**src/design/dfs_ts_pkg.sv**
```systemverilog
// shared types and constants for the depth-first topological sort block
package dfs_ts_pkg;

   localparam int VERTEX_W = 6;
   localparam int REQ_W    = 2;

   // request codes
   localparam logic [REQ_W-1:0] REQ_CLEAR = 2'd0;
   localparam logic [REQ_W-1:0] REQ_ADD   = 2'd1;
   localparam logic [REQ_W-1:0] REQ_RUN   = 2'd2;

   localparam logic [VERTEX_W-1:0] VERTEX_COUNT_RESET = 6'd32;

   typedef struct packed {
      logic [REQ_W-1:0]    req_type;
      logic [VERTEX_W-1:0] src_vertex;
      logic [VERTEX_W-1:0] dst_vertex;
   } req_payload_type;

   typedef struct packed {
      logic [VERTEX_W-1:0] topo_vertex;
      logic                last_of_run;
   } rsp_payload_type;

endpackage

```
**src/design/dfs_ts_if.sv**
```systemverilog
// valid/ready channel interfaces for requests, results and the vertex count register
interface dfs_ts_req_if;
   logic                        valid;
   logic                        ready;
   dfs_ts_pkg::req_payload_type data;
   modport source (output valid, output data, input ready);
   modport sink (input valid, input data, output ready);
endinterface

interface dfs_ts_rsp_if;
   logic                        valid;
   logic                        ready;
   dfs_ts_pkg::rsp_payload_type data;
   modport source (output valid, output data, input ready);
   modport sink (input valid, input data, output ready);
endinterface

interface dfs_ts_csr_if;
   logic                                valid;
   logic                                ready;
   logic [dfs_ts_pkg::VERTEX_W-1:0]     data;
   modport source (output valid, output data, input ready);
   modport sink (input valid, input data, output ready);
endinterface

```
**src/design/dfs_ts_ffs.sv**
```systemverilog
// find-first-set: index of the lowest set bit, by halving the window
module dfs_ts_ffs #(
   parameter int W = 32
) (
   input  logic [W-1:0]         vec,
   output logic                 found,
   output logic [$clog2(W)-1:0] idx
);

   localparam int IW = $clog2(W);
   localparam int P  = 1 << IW;

   always_comb begin
      logic [P-1:0] w;
      w   = P'(vec);
      idx = '0;
      for (int b = IW - 1; b >= 0; b--) begin
         // lower half empty: the first set bit lies in the upper half
         if (~|(w & ((P'(1) << (1 << b)) - P'(1)))) begin
            idx[b] = 1'b1;
            w      = w >> (1 << b);
         end
      end
      found = |vec;
   end

endmodule

```
**src/design/dfs_topological_sort_top.sv**
```systemverilog
// depth-first topological sort over an adjacency bit matrix held in memory
//
//  channel  dir  handshake               carries
//  req_ch   in   valid/ready             req_type, src_vertex, dst_vertex
//  rsp_ch   out  valid/ready             topo_vertex, last_of_run
//  csr_ch   in   valid/ready (always 1)  vertex_count
//
// clear drops the row valid flags; add edge reads the row, then writes it back.
// a run takes one root search per tree, a row read and neighbour scan
// for every push and every finish, and a stack read per resume, through the
// one-port adjacency and stack memories.
// results then leave one at a time through the post-order memory port.
// reset is synchronous; the graph reads as empty after reset through per-row
// valid flags, so no clearing pass is needed. the last result of a run may
// stall in its register while the next request is already taken.
module dfs_topological_sort_top #(
   parameter int VERTEX_SLOTS = 32
) (
   input  logic              clock,
   input  logic              reset,
   dfs_ts_req_if.sink        req_ch,
   dfs_ts_rsp_if.source      rsp_ch,
   dfs_ts_csr_if.sink        csr_ch
);

   localparam int VW = $clog2(VERTEX_SLOTS);
   localparam int NW = $clog2(VERTEX_SLOTS + 1);
   localparam int XW = dfs_ts_pkg::VERTEX_W;

   typedef enum logic [2:0] {
      ST_IDLE,
      ST_ADD_WR,
      ST_ROOT,
      ST_ROW,
      ST_SCAN,
      ST_POP_RD,
      ST_OUT
   } state_type;

   state_type state_ff;

   logic [XW-1:0]           vcount_ff;
   logic [VERTEX_SLOTS-1:0] row_valid_ff;
   logic [VERTEX_SLOTS-1:0] visited_ff;
   logic [VERTEX_SLOTS-1:0] cand_ff;
   logic [VW-1:0]           top_v_ff;
   logic [NW-1:0]           top_c_ff;
   logic [NW-1:0]           depth_ff;
   logic [NW-1:0]           pcount_ff;
   logic [NW-1:0]           out_idx_ff;
   logic                    pend_ff;
   logic                    rsp_valid_ff;
   dfs_ts_pkg::rsp_payload_type rsp_data_ff;
   logic [VW-1:0]           add_idx_ff;
   logic [VERTEX_SLOTS-1:0] add_bit_ff;
   logic                    edge_ok_ff;

   // memories and their registered read data
   logic [VERTEX_SLOTS-1:0] adj_mem  [VERTEX_SLOTS];
   logic [VW-1:0]           vstk_mem [VERTEX_SLOTS];
   logic [NW-1:0]           cstk_mem [VERTEX_SLOTS];
   logic [VW-1:0]           post_mem [VERTEX_SLOTS];
   logic [VERTEX_SLOTS-1:0] adj_rd_ff;
   logic                    rowv_ff;
   logic [VW-1:0]           vstk_rd_ff;
   logic [NW-1:0]           cstk_rd_ff;
   logic [VW-1:0]           post_rd_ff;

   logic [NW-1:0]           n_eff;
   logic [VERTEX_SLOTS-1:0] nmask;
   logic [VERTEX_SLOTS-1:0] cmask;
   logic [VERTEX_SLOTS-1:0] row_word;
   logic [VERTEX_SLOTS-1:0] cand_in;
   logic [VERTEX_SLOTS-1:0] ffs_vec;
   logic                    ffs_found;
   logic [VW-1:0]           ffs_idx;
   logic [VW-1:0]           adj_raddr;
   logic [VW-1:0]           stk_raddr;
   logic [VW-1:0]           stk_waddr;
   logic [VW-1:0]           post_raddr;
   logic                    edge_ok;
   logic                    req_fire;
   logic                    rsp_fire;
   logic                    push;
   logic                    pop;
   logic                    out_issue;

   assign req_ch.ready = (state_ff == ST_IDLE);
   assign csr_ch.ready = 1'b1;
   assign rsp_ch.valid = rsp_valid_ff;
   assign rsp_ch.data  = rsp_data_ff;

   assign req_fire = req_ch.valid && req_ch.ready;
   assign rsp_fire = rsp_valid_ff && rsp_ch.ready;

   // a count above the storage acts as the full storage
   assign n_eff = (int'(vcount_ff) > VERTEX_SLOTS) ? NW'(VERTEX_SLOTS) : NW'(vcount_ff);

   assign edge_ok = (req_ch.data.src_vertex != '0) && (req_ch.data.dst_vertex != '0)
                    && (int'(req_ch.data.src_vertex) <= int'(n_eff))
                    && (int'(req_ch.data.dst_vertex) <= int'(n_eff));

   always_comb begin
      for (int i = 0; i < VERTEX_SLOTS; i++) begin
         nmask[i] = (NW'(i) < n_eff);
         cmask[i] = (NW'(i) >= top_c_ff);
      end
   end

   assign row_word = rowv_ff ? adj_rd_ff : '0;
   assign cand_in  = row_word & ~visited_ff & nmask & cmask;
   assign ffs_vec  = (state_ff == ST_ROOT) ? (~visited_ff & nmask) : cand_ff;

   dfs_ts_ffs #(
      .W (VERTEX_SLOTS)
   ) u_ffs (
      .vec   (ffs_vec),
      .found (ffs_found),
      .idx   (ffs_idx)
   );

   assign push      = (state_ff == ST_SCAN) && ffs_found;
   assign pop       = (state_ff == ST_SCAN) && !ffs_found;
   assign out_issue = (state_ff == ST_OUT) && !pend_ff && (out_idx_ff != pcount_ff)
                      && (!rsp_valid_ff || rsp_ch.ready);

   always_comb begin
      case (state_ff)
         ST_IDLE:   adj_raddr = VW'(req_ch.data.src_vertex - XW'(1));
         ST_POP_RD: adj_raddr = vstk_rd_ff;
         default:   adj_raddr = ffs_idx;
      endcase
   end

   assign stk_waddr  = VW'(depth_ff - NW'(1));
   assign stk_raddr  = VW'(depth_ff - NW'(2));
   assign post_raddr = VW'(pcount_ff - out_idx_ff - NW'(1));

   // adjacency rows: read every cycle, written back on an add edge with valid vertices
   always_ff @(posedge clock) begin
      if (state_ff == ST_ADD_WR && edge_ok_ff) begin
         adj_mem[add_idx_ff] <= (rowv_ff ? adj_rd_ff : '0) | add_bit_ff;
      end
      adj_rd_ff <= adj_mem[adj_raddr];
      rowv_ff   <= row_valid_ff[adj_raddr];
   end

   // stack below the top entry; the top lives in top_v_ff/top_c_ff
   always_ff @(posedge clock) begin
      if (push) begin
         vstk_mem[stk_waddr] <= top_v_ff;
         cstk_mem[stk_waddr] <= NW'(ffs_idx) + NW'(1);
      end
      vstk_rd_ff <= vstk_mem[stk_raddr];
      cstk_rd_ff <= cstk_mem[stk_raddr];
   end

   always_ff @(posedge clock) begin
      if (pop) begin
         post_mem[VW'(pcount_ff)] <= top_v_ff;
      end
      post_rd_ff <= post_mem[post_raddr];
   end

   always_ff @(posedge clock) begin
      if (reset) begin
         state_ff     <= ST_IDLE;
         vcount_ff    <= dfs_ts_pkg::VERTEX_COUNT_RESET;
         row_valid_ff <= '0;
         pend_ff      <= 1'b0;
         rsp_valid_ff <= 1'b0;
         depth_ff     <= '0;
         pcount_ff    <= '0;
         out_idx_ff   <= '0;
      end else begin
         if (csr_ch.valid) begin
            vcount_ff <= csr_ch.data;
         end

         if (rsp_fire) begin
            rsp_valid_ff <= 1'b0;
         end
         if (pend_ff) begin
            pend_ff                 <= 1'b0;
            rsp_valid_ff            <= 1'b1;
            rsp_data_ff.topo_vertex <= XW'({1'b0, post_rd_ff} + (VW + 1)'(1));
            rsp_data_ff.last_of_run <= (out_idx_ff == pcount_ff);
         end

         case (state_ff)
            ST_IDLE: begin
               if (req_fire) begin
                  case (req_ch.data.req_type)
                     dfs_ts_pkg::REQ_CLEAR: begin
                        row_valid_ff <= '0;
                     end
                     dfs_ts_pkg::REQ_ADD: begin
                        add_idx_ff <= VW'(req_ch.data.src_vertex - XW'(1));
                        add_bit_ff <= VERTEX_SLOTS'(1)
                                      << VW'(req_ch.data.dst_vertex - XW'(1));
                        edge_ok_ff <= edge_ok;
                        state_ff   <= ST_ADD_WR;
                     end
                     dfs_ts_pkg::REQ_RUN: begin
                        visited_ff <= '0;
                        depth_ff   <= '0;
                        pcount_ff  <= '0;
                        out_idx_ff <= '0;
                        state_ff   <= ST_ROOT;
                     end
                     default: ;
                  endcase
               end
            end
            ST_ADD_WR: begin
               if (edge_ok_ff) begin
                  row_valid_ff[add_idx_ff] <= 1'b1;
               end
               state_ff <= ST_IDLE;
            end
            ST_ROOT: begin
               // lowest unvisited vertex starts the next tree
               if (ffs_found) begin
                  visited_ff[ffs_idx] <= 1'b1;
                  top_v_ff            <= ffs_idx;
                  top_c_ff            <= '0;
                  depth_ff            <= NW'(1);
                  state_ff            <= ST_ROW;
               end else begin
                  state_ff <= ST_OUT;
               end
            end
            ST_ROW: begin
               cand_ff  <= cand_in;
               state_ff <= ST_SCAN;
            end
            ST_SCAN: begin
               if (ffs_found) begin
                  visited_ff[ffs_idx] <= 1'b1;
                  top_v_ff            <= ffs_idx;
                  top_c_ff            <= '0;
                  depth_ff            <= depth_ff + NW'(1);
                  state_ff            <= ST_ROW;
               end else begin
                  pcount_ff <= pcount_ff + NW'(1);
                  depth_ff  <= depth_ff - NW'(1);
                  if (depth_ff == NW'(1)) begin
                     state_ff <= ST_ROOT;
                  end else begin
                     state_ff <= ST_POP_RD;
                  end
               end
            end
            ST_POP_RD: begin
               top_v_ff <= vstk_rd_ff;
               top_c_ff <= cstk_rd_ff;
               state_ff <= ST_ROW;
            end
            ST_OUT: begin
               if (out_issue) begin
                  pend_ff    <= 1'b1;
                  out_idx_ff <= out_idx_ff + NW'(1);
               end else if (!pend_ff && out_idx_ff == pcount_ff) begin
                  state_ff <= ST_IDLE;
               end
            end
            default: begin
               state_ff <= ST_IDLE;
            end
         endcase
      end
   end

endmodule

```
**src/flat_wrapper.sv**
```systemverilog
// flat-port wrapper written by rule: the top's interface ports become plain ports
module dfs_topological_sort_top_flat 
#(
   parameter int VERTEX_SLOTS = 32
)
  (clock, reset, req_ch_valid, req_ch_data, req_ch_ready, rsp_ch_valid, rsp_ch_data, rsp_ch_ready, csr_ch_valid, csr_ch_data, csr_ch_ready);
  dfs_ts_req_if req_ch_i ();
  dfs_ts_rsp_if rsp_ch_i ();
  dfs_ts_csr_if csr_ch_i ();
  input  logic clock;
  input  logic reset;
  input wire logic [$bits(req_ch_i.valid)-1:0] req_ch_valid;
  input wire logic [$bits(req_ch_i.data)-1:0] req_ch_data;
  output wire logic [$bits(req_ch_i.ready)-1:0] req_ch_ready;
  output wire logic [$bits(rsp_ch_i.valid)-1:0] rsp_ch_valid;
  output wire logic [$bits(rsp_ch_i.data)-1:0] rsp_ch_data;
  input wire logic [$bits(rsp_ch_i.ready)-1:0] rsp_ch_ready;
  input wire logic [$bits(csr_ch_i.valid)-1:0] csr_ch_valid;
  input wire logic [$bits(csr_ch_i.data)-1:0] csr_ch_data;
  output wire logic [$bits(csr_ch_i.ready)-1:0] csr_ch_ready;
  assign req_ch_i.valid = req_ch_valid;
  assign req_ch_i.data = req_ch_data;
  assign req_ch_ready = req_ch_i.ready;
  assign rsp_ch_valid = rsp_ch_i.valid;
  assign rsp_ch_data = rsp_ch_i.data;
  assign rsp_ch_i.ready = rsp_ch_ready;
  assign csr_ch_i.valid = csr_ch_valid;
  assign csr_ch_i.data = csr_ch_data;
  assign csr_ch_ready = csr_ch_i.ready;
  dfs_topological_sort_top #(.VERTEX_SLOTS(VERTEX_SLOTS)) u_core (.clock(clock), .reset(reset), .req_ch(req_ch_i), .rsp_ch(rsp_ch_i), .csr_ch(csr_ch_i));
endmodule
```
**config.mk**
```make
export PLATFORM = sky130hd
export DESIGN_NAME = dfs_topological_sort_top_flat
export DESIGN_NICKNAME = d
export VERILOG_FILES = /design/src/design/dfs_ts_pkg.sv /design/src/design/dfs_ts_if.sv /design/src/design/dfs_ts_ffs.sv /design/src/design/dfs_topological_sort_top.sv /design/src/flat_wrapper.sv
export SDC_FILE = /design/constraint.sdc
export NUM_CORES = 2
export LEC_CHECK = 0
export CAP_MARGIN = 20
export CORE_UTILIZATION = 40
export DETAILED_ROUTE_END_ITERATION = 10
export DONT_BUFFER_PORTS = 1
export GPL_TIMING_DRIVEN = 1
export PLACE_DENSITY = 0.66
export SLEW_MARGIN = 10
export SYNTH_ARGS = -nofsm -noshare
export SYNTH_HDL_FRONTEND = slang
export SYNTH_SLANG_ARGS = --single-unit
```
**constraint.sdc**
```tcl
create_clock -name clock -period 5.6 [get_ports clock]
set_input_delay 0.28 -clock clock [delete_from_list [all_inputs] [get_ports clock]]
set_output_delay 0.28 -clock clock [all_outputs]
set_load 0.05 [all_outputs]
```
==> metrics.cfg <==
[sta]
setup_tns_ns = 0
min_period_ns = 5.14
rsz0062_at_grt = no
max_freq_ghz = 0.194
worst_slew_pin_slew_ns = 1.11
finalSetupViolations = 0
period_share = 0.918
hold_violations = 0
maxSlewHeadroom = 0.260
clock_skew_ns = 0.0485
slew_viol_final = 0

[floorplanning]
placementRows = 154
die_h_um = 425
dieArea_um2 = 181000
core-area_um2 = 177000
start_util = 0.405
die_x_um = 425
num_io_pins = 35

[cts]
cts_buffers = 172
clkTransAtPathRegs_ns = 0.06
clock_sinks = 1766
cts_root_buffer = clkbuf_16
clockBufferDepth = 3
htreeDepth = 4
cts_tree = done
clock_latency_ns = 0.84
cts_setup_buffers = 0

[logic_synthesis]
yosysSeqAreaShare = 0.725
synth-xor-area-share = 0.00367
yosysWarnings = 0
synth-simple-area-share = 0.115
synth_seq_cells = 1766
synth_cells = 4924
synth_top_family_by_area = simple AND/OR/NAND/NOR gates
synth-async-reset-ratio = 0
avgSynthCellArea_um2 = 14.5
synth_area_um2 = 71600
ys.flop_type = edfxtp_1
muxShareOfSynthArea = 0.0689
synth_compound_area_frac = 0.0597
synthAdderAreaFrac = 0.00622
syn_nets = 4984
synth_edf_count = 1656
synth_cell_types = 86

[detailed_routing]
drt_wl_total_um = 197000
ant_nets = 0
vias = 43600
vias_per_cell = 5.79
dr.first_iter.drc_count = 5086
drt_pre_antenna_iters = 7
drc = 0
drt-wirelength-per-cell_um = 26.2

[placement]
hpwl_um = 111000
port_buffers = 0
gp_congestion = 0.938

[cells_and_area]
nets = 5086
postLayoutCoreUtil = 0.461
syn2layout_area_growth_pct = 14.0
drive_gt1_frac = 0.147

[setup_path]
r2r_start = u_core.vcount_ff[3]
rr_endpoint = u_core.adj_rd_ff[9]
crit_arrival_ns = 5.92
path_class = reg2reg
end_kind = flip-flop
critPathRequiredTime_ns = 6.37
start_kind = flip-flop
path_cells = nor3_2 -> a211oi_1 -> mux2i_1 -> buf_4 -> o2111ai_2 -> a21oi_1 -> o311ai_4 -> o221a_4 -> buf_4 -> buf_4 -> nand2_1 -> nand3_1 -> a211oi_1 -> nor3_1 -> and4_1
crit_path_top_delay_cell = dfxtp_1
crit_top_cell = buf_4
setup.worst_path.start = u_core.vcount_ff[3]
r2r_slack_ns = 0.46
ff2ff_path_depth = 15
max_stage_delay_ns = 0.85
path_max_fanout = 23
cp-endpoint = u_core.adj_rd_ff[9]

[worst_hold_path]
worstHoldPathCells = 3
hp-class = in2reg

[pwr]
ir_worst_vdd_mv = 0.264
pwr_density_cell_nw_per_um2 = 359
power.leakage_nw = 26.3

[global_routing]
gr-total-overflow = 0
antenna_found_initial = 7
grt_max_degree = 105
grt_pass1_vias = 41900
grt_pass1_wl_um = 287000
grt_usage = 0.216
met3_usage = 0.0363
met1_usage = 0.290
use_met2 = 0.347
top_usage_layer = met2

[outcome]
status = completed

[job]
maxCapViolCount = 0

==> how the worst min path moves through the flow <==
stage	slack, ns	to	start
global route	0.06	u_core.add_bit_ff[12]	req_ch_data[2]
floorplan	0.41	u_core.vcount_ff[5]	csr_ch_data[5]
finish	0.09	u_core.add_idx_ff[4]	req_ch_data[8]
global placement	0.36	u_core.depth_ff[0]	reset
CTS	0.03	u_core.add_bit_ff[12]	req_ch_data[2]
detailed placement	0.36	u_core.depth_ff[0]	reset
==> placed cells by master (no fill, tap or decap), drive strengths merged, types with 43 or more instances in the layout <==
master	instances
edfxtp	1656
nand2	925
nand3	394
a21oi	267
nor2	267
clkbuf	229
buf	205
mux4	192
dfxtp	110
a211oi	107
nor3	75
clkinv	71
o21ai	70
inv	51
mux2i	43
==> cell type report <==
cell class	instances	area (um2)
Multi-Input combinational cell	2810	18600
Antenna cell	6	15.0
Clock inverter	92	933
Tap cell	2340	2930
Fill cell	15200	95300
Clock buffer	229	4660
Sequential cell	1766	51900
Timing Repair Buffer	233	2350
Inverter	43	161
==> through the flow <==
| step | setup WS, ns | hold WS [ns] | power, mW | cell area (um2) | cells |
|---|---|---|---|---|---|
| 6_report | 0.458 | 0.0911 | 29.3 | 81600 | 7519 |
| 5_1_grt | 0.235 | 0.0618 | 30.1 | 81600 | 7517 |
| 4_1_cts | 0.205 | 0.0268 | 29.4 | 81400 | 7500 |
| 3_5_place_dp | 0.269 | 0.356 | 17.9 | 75500 | 7151 |
| 3_3_place_gp | 0.261 | 0.355 | 17.9 | 75500 | 7150 |
| 2_1_floorplan | 0.460 | 0.406 | 16.8 | 71600 | 4924 |
==> where the power goes <==
group | total [mW] | internal (mW) | switching, mW | leakage, nW
clock | 11.5 | 6.43 | 5.10 | 2.74
combinational | 2.90 | 0.916 | 1.98 | 7.92
sequential | 14.8 | 14.7 | 0.160 | 15.6
total | 29.3 | 22.0 | 7.25 | 26.3
==> registers in the layout, summed over array words and instances, names as in the netlist, 32 cells and up <==
signal / flops
u_core.add_bit_ff: 32
u_core.adj_mem: 1024
u_core.adj_rd_ff: 32
u_core.cand_ff: 32
u_core.cstk_mem: 192
u_core.post_mem: 160
u_core.row_valid_ff: 32
u_core.visited_ff: 32
u_core.vstk_mem: 160
==> worst max-delay path: cells and delay by family, from the launching register on <==
kind / cells / cell delay (ns)
AOI/OAI and AO/OA: 6 / 2.29
buffers and inverters: 3 / 0.78
DFF: 1 / 0.85
muxes: 1 / 0.17
and+or+nand+nor: 5 / 0.96
==> Yosys cell counts (67+ instances only) <==
master	n	area (um2)
a211oi_1	106	796
a21oi_1	267	1340
buf_2	116	581
clkbuf_1	152	571
dfxtp_1	110	2200
edfxtp_1	1656	49700
mux4_2	192	4320
nand2_1	924	3470
nand3_1	394	1970
nor2_1	267	1000
nor3_1	74	370
o21ai_0	67	335
==> what timing repair did <==
| action | 4_1_cts | 5_1_grt |
|---|---|---|
| endpoints found under the hold margin | 142 | 0 |
| hold buffers | 28 | 0 |
| resized for setup | 0 | 1 |
| setup endpoints to repair | 0 | 3 |
==> per-layer routing <==
metal  part of all wire  up-vias  routed length (um)
met5           0.000056        -                  11
met4              0.040        2                7960
met3              0.081      402               16000
met2               0.48     2007               94200
met1               0.40    22300               79000
li1                   -    18900                   -
==> cells by family (layout without fill, tap and decap cells) <==
family                   Yosys count  in the layout
AO/OA/AOI/OAI                    642            642
AND/OR/NAND/NOR                 1851           1851
XOR/XNOR                          30             30
buffers and inverters            348            597
flip-flops                      1766           1766
multiplexers                     251            251
other                              1              7
adder cells (fa/ha/maj)           35             35
Note: power is estimated with default switching activity, not from simulation.
